**config.mk**
```make
export PLATFORM = sky130hd
export DESIGN_NAME = modbus_rtu_frame_checker_unit
export DESIGN_NICKNAME = d
export VERILOG_FILES = /design/src/hw/rtl/mrfc_pkg.sv /design/src/hw/rtl/mrfc_in_stage.sv /design/src/hw/rtl/mrfc_frame_eval.sv /design/src/hw/rtl/mrfc_out_stage.sv /design/src/hw/rtl/modbus_rtu_frame_checker_unit.sv
export SDC_FILE = /design/constraint.sdc
export NUM_CORES = 1
export LEC_CHECK = 0
export BUFFER_PORTS_ARGS = -buffer_cell sky130_fd_sc_hd__buf_2
export CAP_MARGIN = 25
export CORE_ASPECT_RATIO = 1.2
export CORE_MARGIN = 2
export CORE_UTILIZATION = 59
export DETAILED_ROUTE_END_ITERATION = 10
export GPL_TIMING_DRIVEN = 0
export PLACE_DENSITY = 0.8
export SETUP_SLACK_MARGIN = 0.02
export SKIP_CTS_REPAIR_TIMING = 1
export SLEW_MARGIN = 20
export SYNTH_ARGS = -nofsm -noshare
export SYNTH_HDL_FRONTEND = slang
export SYNTH_SLANG_ARGS = --single-unit
```
**constraint.sdc**
```tcl
create_clock -name i_clk -period 3.5 [get_ports i_clk]
set_input_delay 0.7 -clock i_clk [delete_from_list [all_inputs] [get_ports i_clk]]
set_output_delay 0.7 -clock i_clk [all_outputs]
set_load 0.1 [all_outputs]
```
**src/hw/rtl/mrfc_pkg.sv**
```systemverilog
// Shared types, constants and the CRC-16 byte update for the Modbus RTU frame checker.
// No dependencies; imported by every module of the block.
`timescale 1ns / 1ps

package mrfc_pkg;

    localparam int unsigned MIN_FRAME_BYTES = 4;

    localparam logic [15:0] CRC_START = 16'hFFFF;
    localparam logic [15:0] CRC_POLY  = 16'hA001;
    localparam logic [8:0]  COUNT_MAX = 9'd511;
    localparam logic [8:0]  LEN_LIMIT = 9'd255;
    localparam logic [8:0]  MIN_COUNT = 9'(MIN_FRAME_BYTES);
    localparam logic [7:0]  BCAST_ADDR = 8'h00;
    localparam logic [7:0]  OWN_ADDR_RESET = 8'h01;

    localparam logic [2:0] VERDICT_ACCEPT    = 3'd0;
    localparam logic [2:0] VERDICT_TOO_SHORT = 3'd1;
    localparam logic [2:0] VERDICT_ADDR_MISS = 3'd2;
    localparam logic [2:0] VERDICT_CRC_BAD   = 3'd3;
    localparam logic [2:0] VERDICT_TOO_LONG  = 3'd4;

    typedef struct packed {
        logic [7:0] rx_byte;
        logic       frame_end;
    } t_byte_word;

    typedef struct packed {
        logic [2:0] verdict;
        logic [7:0] frame_address;
        logic [7:0] frame_length;
    } t_result;

    // Reflected CRC-16 update over one byte, LSB first.
    function automatic logic [15:0] crc16_byte(input logic [15:0] crc_in,
                                               input logic [7:0]  data);
        logic [15:0] crc;
        crc = crc_in ^ {8'h00, data};
        for (int k = 0; k < 8; k++) begin
            if (crc[0]) begin
                crc = (crc >> 1) ^ CRC_POLY;
            end else begin
                crc = crc >> 1;
            end
        end
        return crc;
    endfunction

endpackage

```
**src/hw/rtl/mrfc_in_stage.sv**
```systemverilog
// Input register of the frame checker: takes one byte word per cycle while not stalled.
// Depends on mrfc_pkg for the word type.
`timescale 1ns / 1ps

module mrfc_in_stage import mrfc_pkg::*; (
    input  logic       i_clk,
    input  logic       i_rst_n,
    input  logic       i_in_valid,
    output logic       o_in_stall,
    input  t_byte_word i_word,
    input  logic       i_out_free,
    output logic       o_advance,
    output t_byte_word o_word
);

    logic       r_valid;
    t_byte_word r_word;
    logic       advance;
    logic       take;

    // A final byte needs room in the result register; other bytes always drain.
    assign advance    = r_valid && (!r_word.frame_end || i_out_free);
    assign take       = !r_valid || advance;
    assign o_in_stall = !take;
    assign o_advance  = advance;
    assign o_word     = r_word;

    always_ff @(posedge i_clk) begin
        if (!i_rst_n) begin
            r_valid <= 1'b0;
        end else if (take) begin
            r_valid <= i_in_valid;
        end
    end

    always_ff @(posedge i_clk) begin
        if (take && i_in_valid) begin
            r_word <= i_word;
        end
    end

endmodule

```
**src/hw/rtl/mrfc_frame_eval.sv**
```systemverilog
// Frame state (CRC, two-byte delay, count, address) and the verdict logic.
// Depends on mrfc_pkg for the CRC function, constants and word types.
`timescale 1ns / 1ps

module mrfc_frame_eval import mrfc_pkg::*; #(
    parameter int unsigned MIN_BYTES = MIN_FRAME_BYTES
) (
    input  logic       i_clk,
    input  logic       i_rst_n,
    input  logic       i_advance,
    input  t_byte_word i_word,
    input  logic [7:0] i_own_address,
    output t_result    o_result
);

    localparam logic [8:0] MIN_CNT = 9'(MIN_BYTES);

    logic [15:0] r_crc;
    logic [7:0]  r_older;
    logic [7:0]  r_newer;
    logic [8:0]  r_count;
    logic [7:0]  r_address;

    logic [15:0] n_crc;
    logic [7:0]  n_address;
    logic [8:0]  n_count;
    logic [15:0] stored_crc;
    logic [2:0]  verdict;

    always_comb begin
        n_address  = (r_count == 9'd0) ? i_word.rx_byte : r_address;
        n_crc      = (r_count >= 9'd2) ? crc16_byte(r_crc, r_older) : r_crc;
        n_count    = (r_count < COUNT_MAX) ? r_count + 9'd1 : r_count;
        stored_crc = {i_word.rx_byte, r_newer};

        if (n_count > LEN_LIMIT) begin
            verdict = VERDICT_TOO_LONG;
        end else if (n_count < MIN_CNT) begin
            verdict = VERDICT_TOO_SHORT;
        end else if (n_address != BCAST_ADDR && n_address != i_own_address) begin
            verdict = VERDICT_ADDR_MISS;
        end else if (n_crc != stored_crc) begin
            verdict = VERDICT_CRC_BAD;
        end else begin
            verdict = VERDICT_ACCEPT;
        end
    end

    assign o_result.verdict       = verdict;
    assign o_result.frame_address = n_address;
    assign o_result.frame_length  = (n_count > LEN_LIMIT) ? 8'hFF : n_count[7:0];

    always_ff @(posedge i_clk) begin
        if (!i_rst_n) begin
            r_crc     <= CRC_START;
            r_older   <= 8'h00;
            r_newer   <= 8'h00;
            r_count   <= 9'd0;
            r_address <= 8'h00;
        end else if (i_advance) begin
            if (i_word.frame_end) begin
                // drop the frame, start over
                r_crc     <= CRC_START;
                r_older   <= 8'h00;
                r_newer   <= 8'h00;
                r_count   <= 9'd0;
                r_address <= 8'h00;
            end else begin
                r_crc     <= n_crc;
                r_older   <= r_newer;
                r_newer   <= i_word.rx_byte;
                r_count   <= n_count;
                r_address <= n_address;
            end
        end
    end

endmodule

```
**src/hw/rtl/mrfc_out_stage.sv**
```systemverilog
// Result register of the frame checker; holds a verdict word while the receiver stalls.
// Depends on mrfc_pkg for the result type.
`timescale 1ns / 1ps

module mrfc_out_stage import mrfc_pkg::*; (
    input  logic    i_clk,
    input  logic    i_rst_n,
    input  logic    i_load,
    input  t_result i_result,
    input  logic    i_out_stall,
    output logic    o_free,
    output logic    o_out_valid,
    output t_result o_result
);

    logic    r_valid;
    t_result r_result;
    logic    free;

    assign free        = !r_valid || !i_out_stall;
    assign o_free      = free;
    assign o_out_valid = r_valid;
    assign o_result    = r_result;

    always_ff @(posedge i_clk) begin
        if (!i_rst_n) begin
            r_valid <= 1'b0;
        end else if (free) begin
            r_valid <= i_load;
        end
    end

    always_ff @(posedge i_clk) begin
        if (free && i_load) begin
            r_result <= i_result;
        end
    end

endmodule

```
**src/hw/rtl/modbus_rtu_frame_checker_unit.sv**
```systemverilog
// Top level of the Modbus RTU frame checker.
// Depends on mrfc_pkg, mrfc_in_stage, mrfc_frame_eval and mrfc_out_stage.
`timescale 1ns / 1ps

// Usage:
//   Input channel (i_in_valid / o_in_stall): one frame byte per word, i_frame_end
//   set on the last byte of a frame. A running CRC-16 (0xA001 reflected, seed
//   0xFFFF) covers all bytes but the last two, which carry the CRC low byte first.
//   Output channel (o_out_valid / i_out_stall): one verdict word per frame,
//   with the address byte and the length (saturating at 255).
//   Config channel (i_cfg_valid / o_cfg_ready): writes the own slave address;
//   always ready, write it only while no frame is in flight.
//   Throughput: one byte per cycle while o_in_stall is low. The only per-byte work is an eight-step
//   CRC update between the input register and the frame state registers.
//   A final byte passes the input register; its verdict then loads the result register.
//   Reset (synchronous, active low) empties both registers, clears the frame
//   state and sets the own address to 1.
//   When the receiver stalls, the verdict holds; data bytes keep flowing and
//   only the next final byte waits in the input register, raising o_in_stall.
module modbus_rtu_frame_checker_unit import mrfc_pkg::*; #(
    parameter int unsigned MIN_BYTES = MIN_FRAME_BYTES
) (
    input  logic       i_clk,
    input  logic       i_rst_n,
    input  logic       i_in_valid,
    output logic       o_in_stall,
    input  logic [7:0] i_rx_byte,
    input  logic       i_frame_end,
    output logic       o_out_valid,
    input  logic       i_out_stall,
    output logic [2:0] o_verdict,
    output logic [7:0] o_frame_address,
    output logic [7:0] o_frame_length,
    input  logic       i_cfg_valid,
    output logic       o_cfg_ready,
    input  logic [7:0] i_cfg_data
);

    localparam logic [7:0] MIN_LENGTH = 8'(MIN_BYTES);

    logic [7:0] r_own_address;
    t_byte_word in_word;
    t_byte_word stage_word;
    t_result    eval_result;
    t_result    out_result;
    logic       advance;
    logic       out_free;

    assign o_cfg_ready = 1'b1;

    always_ff @(posedge i_clk) begin
        if (!i_rst_n) begin
            r_own_address <= OWN_ADDR_RESET;
        end else if (i_cfg_valid && o_cfg_ready) begin
            r_own_address <= i_cfg_data;
        end
    end

    assign in_word.rx_byte   = i_rx_byte;
    assign in_word.frame_end = i_frame_end;

    mrfc_in_stage u_in_stage (
        .i_clk      (i_clk),
        .i_rst_n    (i_rst_n),
        .i_in_valid (i_in_valid),
        .o_in_stall (o_in_stall),
        .i_word     (in_word),
        .i_out_free (out_free),
        .o_advance  (advance),
        .o_word     (stage_word)
    );

    mrfc_frame_eval #(
        .MIN_BYTES (MIN_BYTES)
    ) u_frame_eval (
        .i_clk         (i_clk),
        .i_rst_n       (i_rst_n),
        .i_advance     (advance),
        .i_word        (stage_word),
        .i_own_address (r_own_address),
        .o_result      (eval_result)
    );

    mrfc_out_stage u_out_stage (
        .i_clk       (i_clk),
        .i_rst_n     (i_rst_n),
        .i_load      (advance && stage_word.frame_end),
        .i_result    (eval_result),
        .i_out_stall (i_out_stall),
        .o_free      (out_free),
        .o_out_valid (o_out_valid),
        .o_result    (out_result)
    );

    assign o_verdict       = out_result.verdict;
    assign o_frame_address = out_result.frame_address;
    assign o_frame_length  = out_result.frame_length;

    a_reset_empties_output: assert property (@(posedge i_clk)
        !i_rst_n |=> !o_out_valid)
        else $error("result valid right after reset");

    a_stall_only_on_blocked_result: assert property (@(posedge i_clk) disable iff (!i_rst_n)
        o_in_stall |-> (o_out_valid && i_out_stall))
        else $error("input stalled while result register could drain");

    a_too_long_length: assert property (@(posedge i_clk) disable iff (!i_rst_n)
        (o_out_valid && o_verdict == VERDICT_TOO_LONG) |-> (o_frame_length == 8'hFF))
        else $error("too-long verdict without saturated length");

    a_short_frame_verdict: assert property (@(posedge i_clk) disable iff (!i_rst_n)
        (o_out_valid && o_frame_length < MIN_LENGTH) |-> (o_verdict == VERDICT_TOO_SHORT))
        else $error("short frame not flagged too short");

endmodule

```
# Word level (Yosys, flattened, before mapping)
# Index checks and enable logic that the tools add are counted.
[word_totals]
regBits = 87
in_bits = 22
elab_cells = 65
[op_classes]
n_addsub = 1
order_cmp = 4
eq_ne = 2
n_mux = 19
n_bitwise = 9
reduce_logical = 16
[ops]
columns = ["cell", "n"]
rows = [
  ["$mux 16", 10],
  ["$mux 8", 4],
  ["$not 2->3", 8],
  ["$mux 9", 2],
  ["$ne 16x16->1", 1],
  ["$xor 16x8->16", 1],
  ["$add 9x1->9 const B", 1],
  ["$ge 9x2->1 const B", 1],
  ["$gt 9x8->1 const B", 1],
  ["$logic_not 9->1", 1],
  ["$lt 9x3->1 const B", 1],
  ["$lt 9x9->1 const B", 1],
  ["$ne 8x8->1", 1],
  ["$reduce_bool 8->1", 1],
  ["$logic_and 1x1->1", 5],
  ["$logic_not 1->1", 5],
  ["$mux 2", 2],
  ["$logic_or 1x1->1", 3],
  ["$reduce_or 2->1", 1],
  ["$mux 1", 1],
]

# Logic depth before layout (Yosys ltp)
# Gate-level depths: netlist of the first run.
[depth]
word_depth = 22
ltp_mapped = 13
depth_no_buf = 10

# Hierarchy
# Synthesis of the first run repeated with hierarchy kept, for this count alone.
[hier_totals]
cells_unflattened = 480
hier_area_um2 = 4652.0
[by_module_without_submodules]
columns = ["module", "instances", "cells_per_inst", "area_each_um2"]
rows = [
  ["mrfc_frame_eval", 1, 413, 3399.5],
  ["mrfc_out_stage", 1, 24, 611.8],
  ["mrfc_in_stage", 1, 15, 324.1],
  ["modbus_rtu_frame_checker_unit", 1, 28, 316.6],
]

# Least setup slack after synthesis of the first run
# Ideal clock, no wire load.
[synth_path]
path_type = "reg-to-reg"
start = "register u_out_stage.r_valid, in the netlist u_out_stage.o_out_valid"
end = "register u_in_stage.r_word, in the netlist u_in_stage.o_word[0] (enable)"
setup_ns = 0.394
arrival_ns = 2.980
setup_slack_ns = 0.126
stages_incl_launch_ff = 4
path_cell_list = "dfxtp_1 > nand3_1 > nor2_1 > nor2b_1"
[synth_between]
elab_chain_cells = 6
[synth_rtl]
columns = ["item", "line_no", "rtl"]
rows = [
  ["start, declared", "mrfc_out_stage.sv:16", "logic r_valid;"],
  ["start signal, assigned", "mrfc_out_stage.sv:29", "r_valid <= i_load;"],
  ["$logic_not 1->1", "mrfc_out_stage.sv:20", "assign free = !r_valid || !i_out_stall;"],
  ["$logic_or 1x1->1", "mrfc_out_stage.sv:20", ""],
  ["$logic_or 1x1->1", "mrfc_in_stage.sv:22", "assign advance = r_valid && (!r_word.frame_end || i_out_free);"],
  ["$logic_and 1x1->1", "mrfc_in_stage.sv:22", ""],
  ["$logic_or 1x1->1", "mrfc_in_stage.sv:23", "assign take = !r_valid || advance;"],
  ["$logic_and 1x1->1", "mrfc_in_stage.sv:37", "if (take && i_in_valid) begin"],
  ["end signal, assigned", "mrfc_in_stage.sv:38", "r_word <= i_word;"],
  ["end, declared", "mrfc_in_stage.sv:17", "t_byte_word r_word;"],
]
# No other way between the ends.
# A chain may end at the register's enable or synchronous reset.

# Worst setup path in the final report of the first run
[layout_path]
start = "register u_frame_eval.r_count[0]"
end = "register u_out_stage.r_result, in the netlist u_out_stage.o_result[17], data pin"
[layout_between]
elab_chain_cells = 5
elab_cells_between_ends = 16
classes_between = "add/sub: 1; order compare: 4; eq/ne: 2; mux: 5; reduce/logical: 4"
[layout_rtl]
columns = ["item", "line_no", "rtl"]
rows = [
  ["start, declared", "mrfc_frame_eval.sv:21", "logic [8:0] r_count;"],
  ["start signal, assigned", "mrfc_frame_eval.sv:72", "r_count <= n_count;"],
  ["branches (longest 5 deep; another with $add 9x1->9)", "n/a", ""],
  ["end signal, assigned", "mrfc_out_stage.sv:35", "r_result <= i_result;"],
  ["end, declared", "mrfc_out_stage.sv:17", "t_result r_result;"],
]
# Several ways; the timed one is not identified.

==> Implementation_results.wiki, run 1 <==
{| class="wikitable"
! Metric !! Value
|-
| Run status || finished clean
|-
| Post-synth top area share || 0.273
|-
| Gate Count Post-Synth || 452
|-
| Most common cell in the synthesized netlist || nand2_1
|-
| Post-place instance area || 0.00465 mm2
|-
| Relative contribution of the clock network to total power || 0.361
|-
| Leading register cell type out of synthesis || dfxtp_1
|-
| Nets in the synthesized netlist || 477
|-
| Cts bufs inserted || 9
|-
| Detailed Route Iter0 Violations || 226
|-
| Combined global-route utilization of all metal layers || 0.278
|-
| IO Pins || 44
|-
| Unrepaired setup endpoints after global routing || false
|-
| Arrival time worst endpoint || 3.43 ns
|-
| Combinational share of power || 0.105
|-
| Top cell type by total area after synthesis || dfxtp_1
|-
| Classification of the worst setup path || flip-flop to flip-flop
|-
| Clock Skew || 0.00897 ns
|-
| Final-layout setup total negative slack || 0 ns
|-
| DPL Wire Length || 7.51 mm
|-
| Highest Clock Rate || 302 MHz
|-
| Num rows || 34
|-
| Number of nets at the end of the flow || 530
|-
| Final critical delay including setup and external delays || 3.31 ns
|-
| P_sw || 0.000533 W
|-
| DRT Wirelength || 10.2 mm
|-
| Total power per unit cell area || 421 mW/mm2
|-
| Switching power as a share of total power || 0.260
|-
| Cell variety after synth || 52
|-
| Insertion delay of the later-clocked pin in the worst-skew pair || 0.36 ns
|-
| Width of the die || 82.1 um
|-
| FF+latch count, synth || 87
|-
| Power after layout || 0.00205 W
|-
| Count of flip-flops with a built-in enable after synthesis || 28
|-
| Final Max Slew Viols || 0
|-
| Number of global-route vias before repair || 3547
|-
| Leakage power figure || 1.92 nW
|-
| Total setup violations reported at the end of the flow || 0
|-
| Setup slack of the critical path after layout || 0.188 ns
|-
| Vias per std cell || 5.81
|-
| Final antenna diode count || 0
|-
| Die Height || 97.7 um
|-
| Final Hold Viols || 0
|-
| Total of fill cells in the finished design || 596
|-
| Yosys warnings || 0
|-
| Buffers from clock root to sink, at most || 2
|-
| Signed area change from the synthesized netlist to the final layout || 12.5%
|-
| Commonest cells in the netlist || nand2_1 (65), dfxtp_1 (59), nand3_1 (34)
|-
| Part of the total power dissipated in sequential elements || 0.533
|-
| Part of the cycle the worst path needs || 0.946
|-
| Largest net degree at the start of global routing || 15
|-
| CTS HTree Levels || 3
|-
| Crit path required time || 3.61 ns
|-
| Antenna-violating nets left || 0
|-
| TritonCTS clock tree || yes
|-
| Worst IR Drop VDD || 0.316 mV
|-
| DR WL/cell || 16.9 um
|-
| Share of async-settable or async-resettable flops after synthesis || 0
|-
| Detailed-routing iteration count for the pre-antenna-repair pass || 5
|-
| Portion of the post-synthesis area used by sequential elements || 0.468
|-
| Least-Margin Pin Slew || 0.903 ns
|-
| Final weighted congestion in routability-driven placement || 0.896
|-
| Count of unresolved DRC violations after routing || 0
|-
| Internal cell power || 0.00151 W
|-
| Max transition margin || 0.397
|-
| Worst hold path type || flip-flop to flip-flop
|-
| GRT overflow || 0
|-
| First-pass GRT wire length || 17.1 mm
|-
| Biggest area contributors in the synthesized netlist || dfxtp_1 (27%), edfxtp_1 (19%), xnor2_1 (6.1%)
|-
| Area enclosed by the die boundary || 0.00803 mm2
|-
| Port Buffer Count || 41
|-
| Worst setup EP type || flip-flop
|-
| Area of all placed cells without fillers || 0.00486 mm2
|-
| Total standard cell area after synthesis || 0.00432 mm2
|-
| Maximum fanout encountered on the critical timing path || 10
|-
| Average size of a mapped cell || 9.56 um2
|-
| Core box area || 0.00719 mm2
|-
| Vias post-DR || 3488
|-
| Proportion of layout cells with a drive suffix above 1 || 0.143
|-
| Setup WS pre-CTS || 0.268 ns
|-
| Root Buffer || clkbuf_8
|-
| Max_cap viols || 0
|-
| Sink Count || 87
|-
| Initial Util || 0.601
|-
| Post-CTS clock slew at the launch and capture registers of the worst setup and hold paths || 0.09 ns
|-
| Initial antenna violation count || 0
|-
| Category of the worst setup path launch point || flip-flop
|}
## per-layer routing
layer	global-route usage	up-vias	wire length, um
li1	-	1683	-
met1	0.341	1652	4210
met2	0.463	126	5140
met3	0.0527	27	524
met4	0.131	0	293
met5	0	-	0
## cells in the final DEF (no fill, tap or decap), drive strengths merged, types with 2 or more instances in the layout
cell type / synthesis / routed
xor2: 16 / 16
a21boi: 16 / 16
nand4: 3 / 3
nor2: 12 / 12
o221ai: 2 / 2
edfxtp: 28 / 28
xnor3: 2 / 2
clkinv: 1 / 2
mux2i: 17 / 17
xnor2: 30 / 30
nor4: 9 / 9
o211ai: 13 / 13
nand2b: 2 / 2
or3: 2 / 2
ha: 3 / 3
and2: 12 / 12
inv: 16 / 18
clkbuf: 18 / 30
dfxtp: 59 / 59
or4: 4 / 4
o21ai: 16 / 16
nand3: 34 / 34
nor3: 3 / 3
buf: 8 / 50
a22oi: 7 / 7
mux2: 3 / 3
and3: 3 / 3
nor2b: 19 / 19
o22ai: 3 / 3
a21oi: 13 / 13
nand2: 65 / 65
o2111ai: 2 / 2
## registers in the layout (all words and copies together) (netlist names), 8 cells and up
signal / flops
u_out_stage.o_result: 19
u_frame_eval.r_address: 8
u_frame_eval.r_newer: 8
u_in_stage.o_word: 9
u_frame_eval.r_older: 8
r_own_address: 8
u_frame_eval.r_count: 9
u_frame_eval.r_crc: 16
## critical path: stages (launching register included)
cell and delay (ns):
dfxtp_1 0.38, inv_1 0.10, ha_1 0.19, or4_1 0.40, clkbuf_1 0.19, or3_1 0.35
buf_6 0.15, buf_6 0.14, a21oi_1 0.23, xnor2_1 0.17, o2111ai_2 0.16, nor4_2 0.29
nand2_1 0.10, o211a_1 0.22
## power groups by stage
stage	Combinational [W]	Sequential, W	Clock [W]
after global routing	0.000235	0.00109	0.000788
after detailed placement	0.000214	0.00111	0
after floorplan	0.000121	0.00115	0
after CTS	0.000215	0.00109	0.000746
final	0.000216	0.00109	0.000740
after global placement	0.000208	0.00111	0
## metrics by stage
step                instances  utilization  hold slack (ns)
global route              600        0.676            0.499
detailed placement        584        0.647            0.476
CTS                       600        0.676            0.487
floorplan                 452            -            0.453
finish                    600        0.676            0.488
global placement          583        0.645            0.470
## path summary, 6_finish.rpt
check                                        from  slack [ns]  depth (start not counted)                                      to
min reg2reg  u_frame_eval.r_older[3]$_SDFFE_PN0P_        0.49                          2    u_frame_eval.r_older[3]$_SDFFE_PN0P_
max          u_frame_eval.r_count[0]$_SDFFE_PN0P_        0.19                         13  u_out_stage.o_result[17]$_SDFFCE_PP0P_
max reg2reg  u_frame_eval.r_count[0]$_SDFFE_PN0P_        0.19                         13  u_out_stage.o_result[17]$_SDFFCE_PP0P_
min          u_frame_eval.r_older[3]$_SDFFE_PN0P_        0.49                          2    u_frame_eval.r_older[3]$_SDFFE_PN0P_
## cell families after synthesis
| logic type | Yosys count | synth area share |
|---|---|---|
| simple gates | 170 | 0.197 |
| mux | 20 | 0.0481 |
| compound gates | 80 | 0.128 |
| other cells | 1 | 0.000868 |
| flops | 87 | 0.468 |
| fa+ha+maj | 3 | 0.00869 |
| xor+xnor | 48 | 0.104 |
| buf+inv | 43 | 0.0455 |
## final cells by class
cell class	count	area, um2	share of cell area
Clock inverter	4	50.0	0.0103
Inverter	17	63.8	0.0131
Sequential cell	87	2020	0.416
Multi-Input combinational cell	322	2100	0.433
Tap cell	90	113	0.0232
Clock buffer	12	156	0.0322
Buffer	26	133	0.0273
Timing Repair Buffer	42	216	0.0446
Power figures use the tool's default switching activity.
==> run 2: changes to the inputs <==
==> constraint.sdc (replaced) <==
create_clock -name i_clk -period 3.5 [get_ports i_clk]
set_input_delay 0.175 -clock i_clk [delete_from_list [all_inputs] [get_ports i_clk]]
set_output_delay 0.175 -clock i_clk [all_outputs]
set_load 0.1 [all_outputs]
==> run 2 against run 1 <==
Net effect: combinational power rose by 4%; flip-flop and latch count did not move; via count rose by 2.1%; clock skew fell by 0.00055 ns; total power rose by 0.39%; largest power group unchanged; setup slack improved by 0.0077 ns; sequential power barely moved; register-to-register slack barely moved.
==> Implementation_results.wiki, run 2 (same netlist as run 1, synthesis figures left out) <==
{| class="wikitable"
! Metric !! Value
|-
| Run status || finished clean
|-
| TritonCTS clock tree || yes
|-
| Part of the cycle the worst path needs || 0.944
|-
| Worst R2R Start || u_frame_eval.r_count[0]$_SDFFE_PN0P_
|-
| Num rows || 34
|-
| Arrival time worst endpoint || 3.42 ns
|-
| Port Buffer Count || 41
|-
| Max reg flops || 19
|-
| Reg-to-reg slack, setup || 0.20 ns
|-
| Setup WS pre-CTS || 0.268 ns
|-
| Category of the worst setup path launch point || flip-flop
|-
| Final-layout setup total negative slack || 0 ns
|-
| Cts bufs inserted || 9
|-
| Highest-count cells in the layout ignoring fill and taps || nand2_1 (65), dfxtp_1 (59), buf_2 (42)
|-
| Vias post-DR || 3560
|-
| Final Hold Viols || 0
|-
| First-pass GRT wire length || 17.1 mm
|-
| Crit path required time || 3.62 ns
|-
| Max_cap viols || 0
|-
| Total of fill cells in the finished design || 591
|-
| Footprint of the multi-input gates || 0.00210 mm2
|-
| Die Height || 97.7 um
|-
| DRT Wirelength || 10.3 mm
|-
| Insertion delay of the later-clocked pin in the worst-skew pair || 0.36 ns
|-
| Total power per unit cell area || 415 mW/mm2
|-
| IO Pins || 44
|-
| Least-Margin Pin Slew || 0.951 ns
|-
| R2r endpoint || u_out_stage.o_result[17]$_SDFFCE_PP0P_
|-
| Final antenna diode count || 0
|-
| Combined global-route utilization of all metal layers || 0.278
|-
| Initial antenna violation count || 0
|-
| Post-CTS clock slew at the launch and capture registers of the worst setup and hold paths || 0.09 ns
|-
| Initial Util || 0.601
|-
| Width of the die || 82.1 um
|-
| Vias per std cell || 5.85
|-
| Buffers from clock root to sink, at most || 2
|-
| Detailed-routing iteration count for the pre-antenna-repair pass || 5
|-
| Commonest non-fill, non-tap cell in the layout || nand2_1
|-
| Capturing element of the worst setup path || u_out_stage.o_result[17]$_SDFFCE_PP0P_
|-
| Post-place instance area || 0.00465 mm2
|-
| Unrepaired setup endpoints after global routing || false
|-
| Worst IR Drop VDD || 0.317 mV
|-
| Beginning of the critical path || u_frame_eval.r_count[0]$_SDFFE_PN0P_
|-
| CTS HTree Levels || 3
|-
| Setup slack of the critical path after layout || 0.196 ns
|-
| Final Max Slew Viols || 0
|-
| Area of all placed cells without fillers || 0.00495 mm2
|-
| Detailed Route Iter0 Violations || 222
|-
| Highest Clock Rate || 303 MHz
|-
| Antenna-violating nets left || 0
|-
| Core box area || 0.00719 mm2
|-
| Proportion of layout cells with a drive suffix above 1 || 0.141
|-
| Register area || 0.00202 mm2
|-
| Power after layout || 0.00206 W
|-
| Max transition margin || 0.365
|-
| DPL Wire Length || 7.51 mm
|-
| Worst hold path type || primary input to flip-flop
|-
| Final critical delay including setup and external delays || 3.30 ns
|-
| Sink Count || 87
|-
| Total setup violations reported at the end of the flow || 0
|-
| Largest net degree at the start of global routing || 15
|-
| Signed area change from the synthesized netlist to the final layout || 14.5%
|-
| DR WL/cell || 17.0 um
|-
| Cell depth of the worst flop-to-flop path || 13
|-
| Leakage power figure || 1.96 nW
|-
| Area enclosed by the die boundary || 0.00803 mm2
|-
| Clock Skew || 0.00842 ns
|-
| Number of global-route vias before repair || 3547
|-
| GRT overflow || 0
|-
| Worst setup EP type || flip-flop
|-
| Post-layout utilization of the core || 0.688
|-
| Count of unresolved DRC violations after routing || 0
|-
| Number of nets at the end of the flow || 539
|-
| Final weighted congestion in routability-driven placement || 0.896
|-
| Classification of the worst setup path || flip-flop to flip-flop
|-
| Maximum fanout encountered on the critical timing path || 10
|-
| Root Buffer || clkbuf_8
|}
==> run 2: layout make-up <==
class / instances / area share
flip-flops and latches: 87 / 0.409
plain buffers: 26 / 0.0268
inverters: 17 / 0.0129
clock buffers: 12 / 0.0316
multi-input cells: 322 / 0.425
clock inverters: 4 / 0.0101
well taps: 90 / 0.0228
repair buffers: 51 / 0.0619
==> run 2: through the flow <==
| step | hold WS [ns] | cells |
|---|---|---|
| floorplan | 0.274 | 452 |
| global placement | 0.351 | 583 |
| detailed placement | 0.353 | 584 |
| CTS | -0.0224 | 600 |
| global route | 0.0424 | 609 |
| finish | 0.0435 | 609 |
==> run 2: how the worst min path moves through the flow <==
stage,startpoint,endpoint,depth (start not counted)
finish,i_cfg_data[0],r_own_address[0]$_SDFFE_PN1P_,3
global route,i_cfg_data[0],r_own_address[0]$_SDFFE_PN1P_,3
CTS,i_rx_byte[6],u_in_stage.o_word[7]$_DFFE_PP_,1
detailed placement,i_rx_byte[6],u_in_stage.o_word[7]$_DFFE_PP_,1
global placement,i_frame_end,u_in_stage.o_word[0]$_DFFE_PP_,1
floorplan,i_frame_end,u_in_stage.o_word[0]$_DFFE_PP_,0
==> run 2: power by group <==
group          leakage (nW)  switching, W  internal [W]
logic                  1.11      0.000147     0.0000775
clock network         0.106      0.000363      0.000376
registers             0.740     0.0000241       0.00107
==> run 2: worst max-delay path: stages, from the launching register on <==
cell	delay [ns]
dfxtp_1	0.38
inv_1	0.10
ha_1	0.19
or4_1	0.40
clkbuf_1	0.19
or3_1	0.35
buf_6	0.15
buf_6	0.13
a21oi_1	0.24
xnor2_1	0.17
o2111ai_2	0.16
nor4_2	0.28
nand2_1	0.09
o211a_1	0.22
==> run 2: routing by layer <==
layer | vias up | GRT usage | wire, um
li1 | 1699 | - | -
met1 | 1690 | 0.341 | 4170
met2 | 139 | 0.463 | 5200
met3 | 32 | 0.0527 | 593
met4 | 0 | 0.131 | 363
met5 | - | 0 | 0
==> run 3: changes to the inputs <==
CELL_PAD_IN_SITES_DETAIL_PLACEMENT = 2   (was not set)
CELL_PAD_IN_SITES_GLOBAL_PLACEMENT = 2   (was not set)
CORE_UTILIZATION = 37   (was 59)
PLACE_DENSITY = not set   (was 0.8)
PLACE_DENSITY_LB_ADDON = 0.1   (was not set)
==> run 3 against run 2 <==
Net effect: maximum frequency decreased by 2.0%; clock power increased by 42%; routed wire length increased by 29%; hold slack got worse by 0.039 ns; largest power group unchanged.
==> Implementation_results.wiki, run 3 (same netlist as run 1, synthesis figures left out) <==
{| class="wikitable"
! Metric !! Value
|-
| First-pass GRT wire length || 21.2 mm
|-
| Arrival time worst endpoint || 3.47 ns
|-
| Worst IR Drop VDD || 0.326 mV
|-
| Number of nets at the end of the flow || 532
|-
| Stage delay of the slowest cell on the critical path || 0.48 ns
|-
| Detailed Route Iter0 Violations || 131
|-
| Final critical delay including setup and external delays || 3.37 ns
|-
| Most prevalent standard cell on the critical path || buf_6
|-
| DR WL/cell || 19.9 um
|-
| Initial Util || 0.377
|-
| Antenna-violating nets left || 0
|-
| Commonest non-fill, non-tap cell in the layout || nand2_1
|-
| Cell depth of the worst flop-to-flop path || 12
|-
| Count of unresolved DRC violations after routing || 0
|-
| Crit path required time || 3.59 ns
|-
| Least-Margin Pin Slew || 0.842 ns
|-
| Worst hold start || i_rx_byte[4]
|-
| Cts bufs inserted || 9
|-
| Total power per unit cell area || 463 mW/mm2
|-
| Num rows || 43
|-
| Max reg flops || 19
|-
| Worst hold path type || primary input to flip-flop
|-
| Beginning of the critical path || u_frame_eval.r_count[0]$_SDFFE_PN0P_
|-
| Largest net degree at the start of global routing || 16
|-
| DRT Wirelength || 13.3 mm
|-
| Part of the cycle the worst path needs || 0.964
|-
| Clock Skew || 0.00516 ns
|-
| Reg-to-reg slack, setup || 0.13 ns
|-
| DPL Wire Length || 9.84 mm
|-
| Width of the die || 103 um
|-
| CTS HTree Levels || 3
|-
| Final Hold Viols || 0
|-
| Classification of the worst setup path || flip-flop to flip-flop
|-
| Total setup violations reported at the end of the flow || 0
|-
| Signed area change from the synthesized netlist to the final layout || 18.6%
|-
| Die Height || 122 um
|-
| IO Pins || 44
|-
| Power after layout || 0.00237 W
|-
| Insertion delay of the later-clocked pin in the worst-skew pair || 0.34 ns
|-
| Initial antenna violation count || 0
|-
| Max_cap viols || 0
|-
| Port Buffer Count || 41
|-
| Final weighted congestion in routability-driven placement || 0.791
|-
| Total of fill cells in the finished design || 1272
|-
| Post-CTS clock slew at the launch and capture registers of the worst setup and hold paths || 0.07 ns
|-
| Worst R2R Start || u_frame_eval.r_count[0]$_SDFFE_PN0P_
|-
| Final antenna diode count || 0
|-
| Highest Clock Rate || 296 MHz
|-
| Vias post-DR || 3587
|-
| Max stage delay cell, worst path || or4_4
|-
| Root Buffer || clkbuf_16
|-
| Run status || finished clean
|-
| Cells traversed along the worst timing path || inv_1 -> ha_1 -> or4_4 -> or3_1 -> buf_6 -> buf_6 -> a21oi_2 -> xnor2_1 -> o2111ai_2 -> nor4_4 -> nand2_1 -> o211a_1
|-
| GRT overflow || 0
|-
| Sink Count || 87
|-
| Core box area || 0.0115 mm2
|-
| Final-layout setup total negative slack || 0 ns
|-
| Area enclosed by the die boundary || 0.0126 mm2
|-
| Combined global-route utilization of all metal layers || 0.226
|-
| R2r endpoint || u_out_stage.o_result[17]$_SDFFCE_PP0P_
|-
| Final Max Slew Viols || 0
|-
| Proportion of layout cells with a drive suffix above 1 || 0.158
|-
| Buffers from clock root to sink, at most || 2
|-
| Worst setup EP type || flip-flop
|-
| Capturing element of the worst setup path || u_out_stage.o_result[17]$_SDFFCE_PP0P_
|-
| Max transition margin || 0.435
|-
| Number of global-route vias before repair || 3873
|-
| TritonCTS clock tree || yes
|-
| Leakage power figure || 2.00 nW
|-
| Maximum fanout encountered on the critical timing path || 10
|-
| Detailed-routing iteration count for the pre-antenna-repair pass || 4
|-
| Vias per std cell || 5.36
|-
| Unrepaired setup endpoints after global routing || false
|-
| Category of the worst setup path launch point || flip-flop
|-
| Highest-count cells in the layout ignoring fill and taps || nand2_1 (65), dfxtp_1 (59), buf_2 (42)
|}
## run 3: changes by cell type in the layout (fill, tap and decap cells not counted), sizes merged
cell | previous run | this run
dlygate4sd3 | 9 | 3
clkbuf | 30 | 28
clkinvlp | 0 | 2
inv | 18 | 17
## run 3: area by class of cell
cell class                 instances  area (um2)  share of cell area
clock inverter                     5        62.6              0.0122
tap                              157         196              0.0383
multi-input combinational        322        2140               0.417
clock buffer                      11         264              0.0515
timing repair buffer              45         250              0.0488
sequential                        87        2020               0.395
buffer                            25         129              0.0252
inverter                          17        63.8              0.0125
## run 3: worst min-delay path by stage
stage,to,slack [ns],cells after the start
global route,u_in_stage.o_word[5]$_DFFE_PP_,-0.0002,1
global placement,u_in_stage.o_word[0]$_DFFE_PP_,0.35,1
detailed placement,u_in_stage.o_word[5]$_DFFE_PP_,0.36,1
floorplan,u_in_stage.o_word[0]$_DFFE_PP_,0.27,0
finish,u_in_stage.o_word[5]$_DFFE_PP_,0.005,1
CTS,u_in_stage.o_word[5]$_DFFE_PP_,-0.007,1
## run 3: routing by layer
metal  vias to the layer above  global-route usage  wire, um
met5                         -                   0         0
met4                         0              0.0675       164
met3                        10              0.0325       351
met2                        60               0.393      6920
met1                      1814               0.290      5880
li1                       1703                   -         -
## run 3: metrics by stage
| step | util | cell area [um2] | cells | worst slack, ns | hold WS, ns |
|---|---|---|---|---|---|
| 2_1_floorplan | - | 4320 | 452 | 0.126 | 0.274 |
| 3_3_place_gp | 0.412 | 4720 | 650 | 0.170 | 0.352 |
| 3_5_place_dp | 0.414 | 4740 | 651 | 0.0773 | 0.356 |
| 4_1_cts | 0.442 | 5070 | 667 | -0.0815 | -0.00673 |
| 5_1_grt | 0.447 | 5120 | 669 | 0.0323 | -0.000248 |
| 6_report | 0.447 | 5120 | 669 | 0.127 | 0.00483 |
## run 3: report_power, final
| part | total [W] | switching [W] | leakage [nW] | internal, W |
|---|---|---|---|---|
| registers | 0.00110 | 0.0000267 | 0.740 | 0.00107 |
| logic | 0.000229 | 0.000155 | 1.10 | 0.0000740 |
| clock network | 0.00105 | 0.000429 | 0.153 | 0.000620 |
## run 3: worst max-delay path, delay by kind of cell (launching register included)
| kind | cells | cell delay [ns] |
|---|---|---|
| simple gates | 4 | 1.25 |
| compound gates | 3 | 0.63 |
| buf+inv | 3 | 0.44 |
| flops | 1 | 0.40 |
| fa+ha+maj | 1 | 0.24 |
| xor+xnor | 1 | 0.17 |
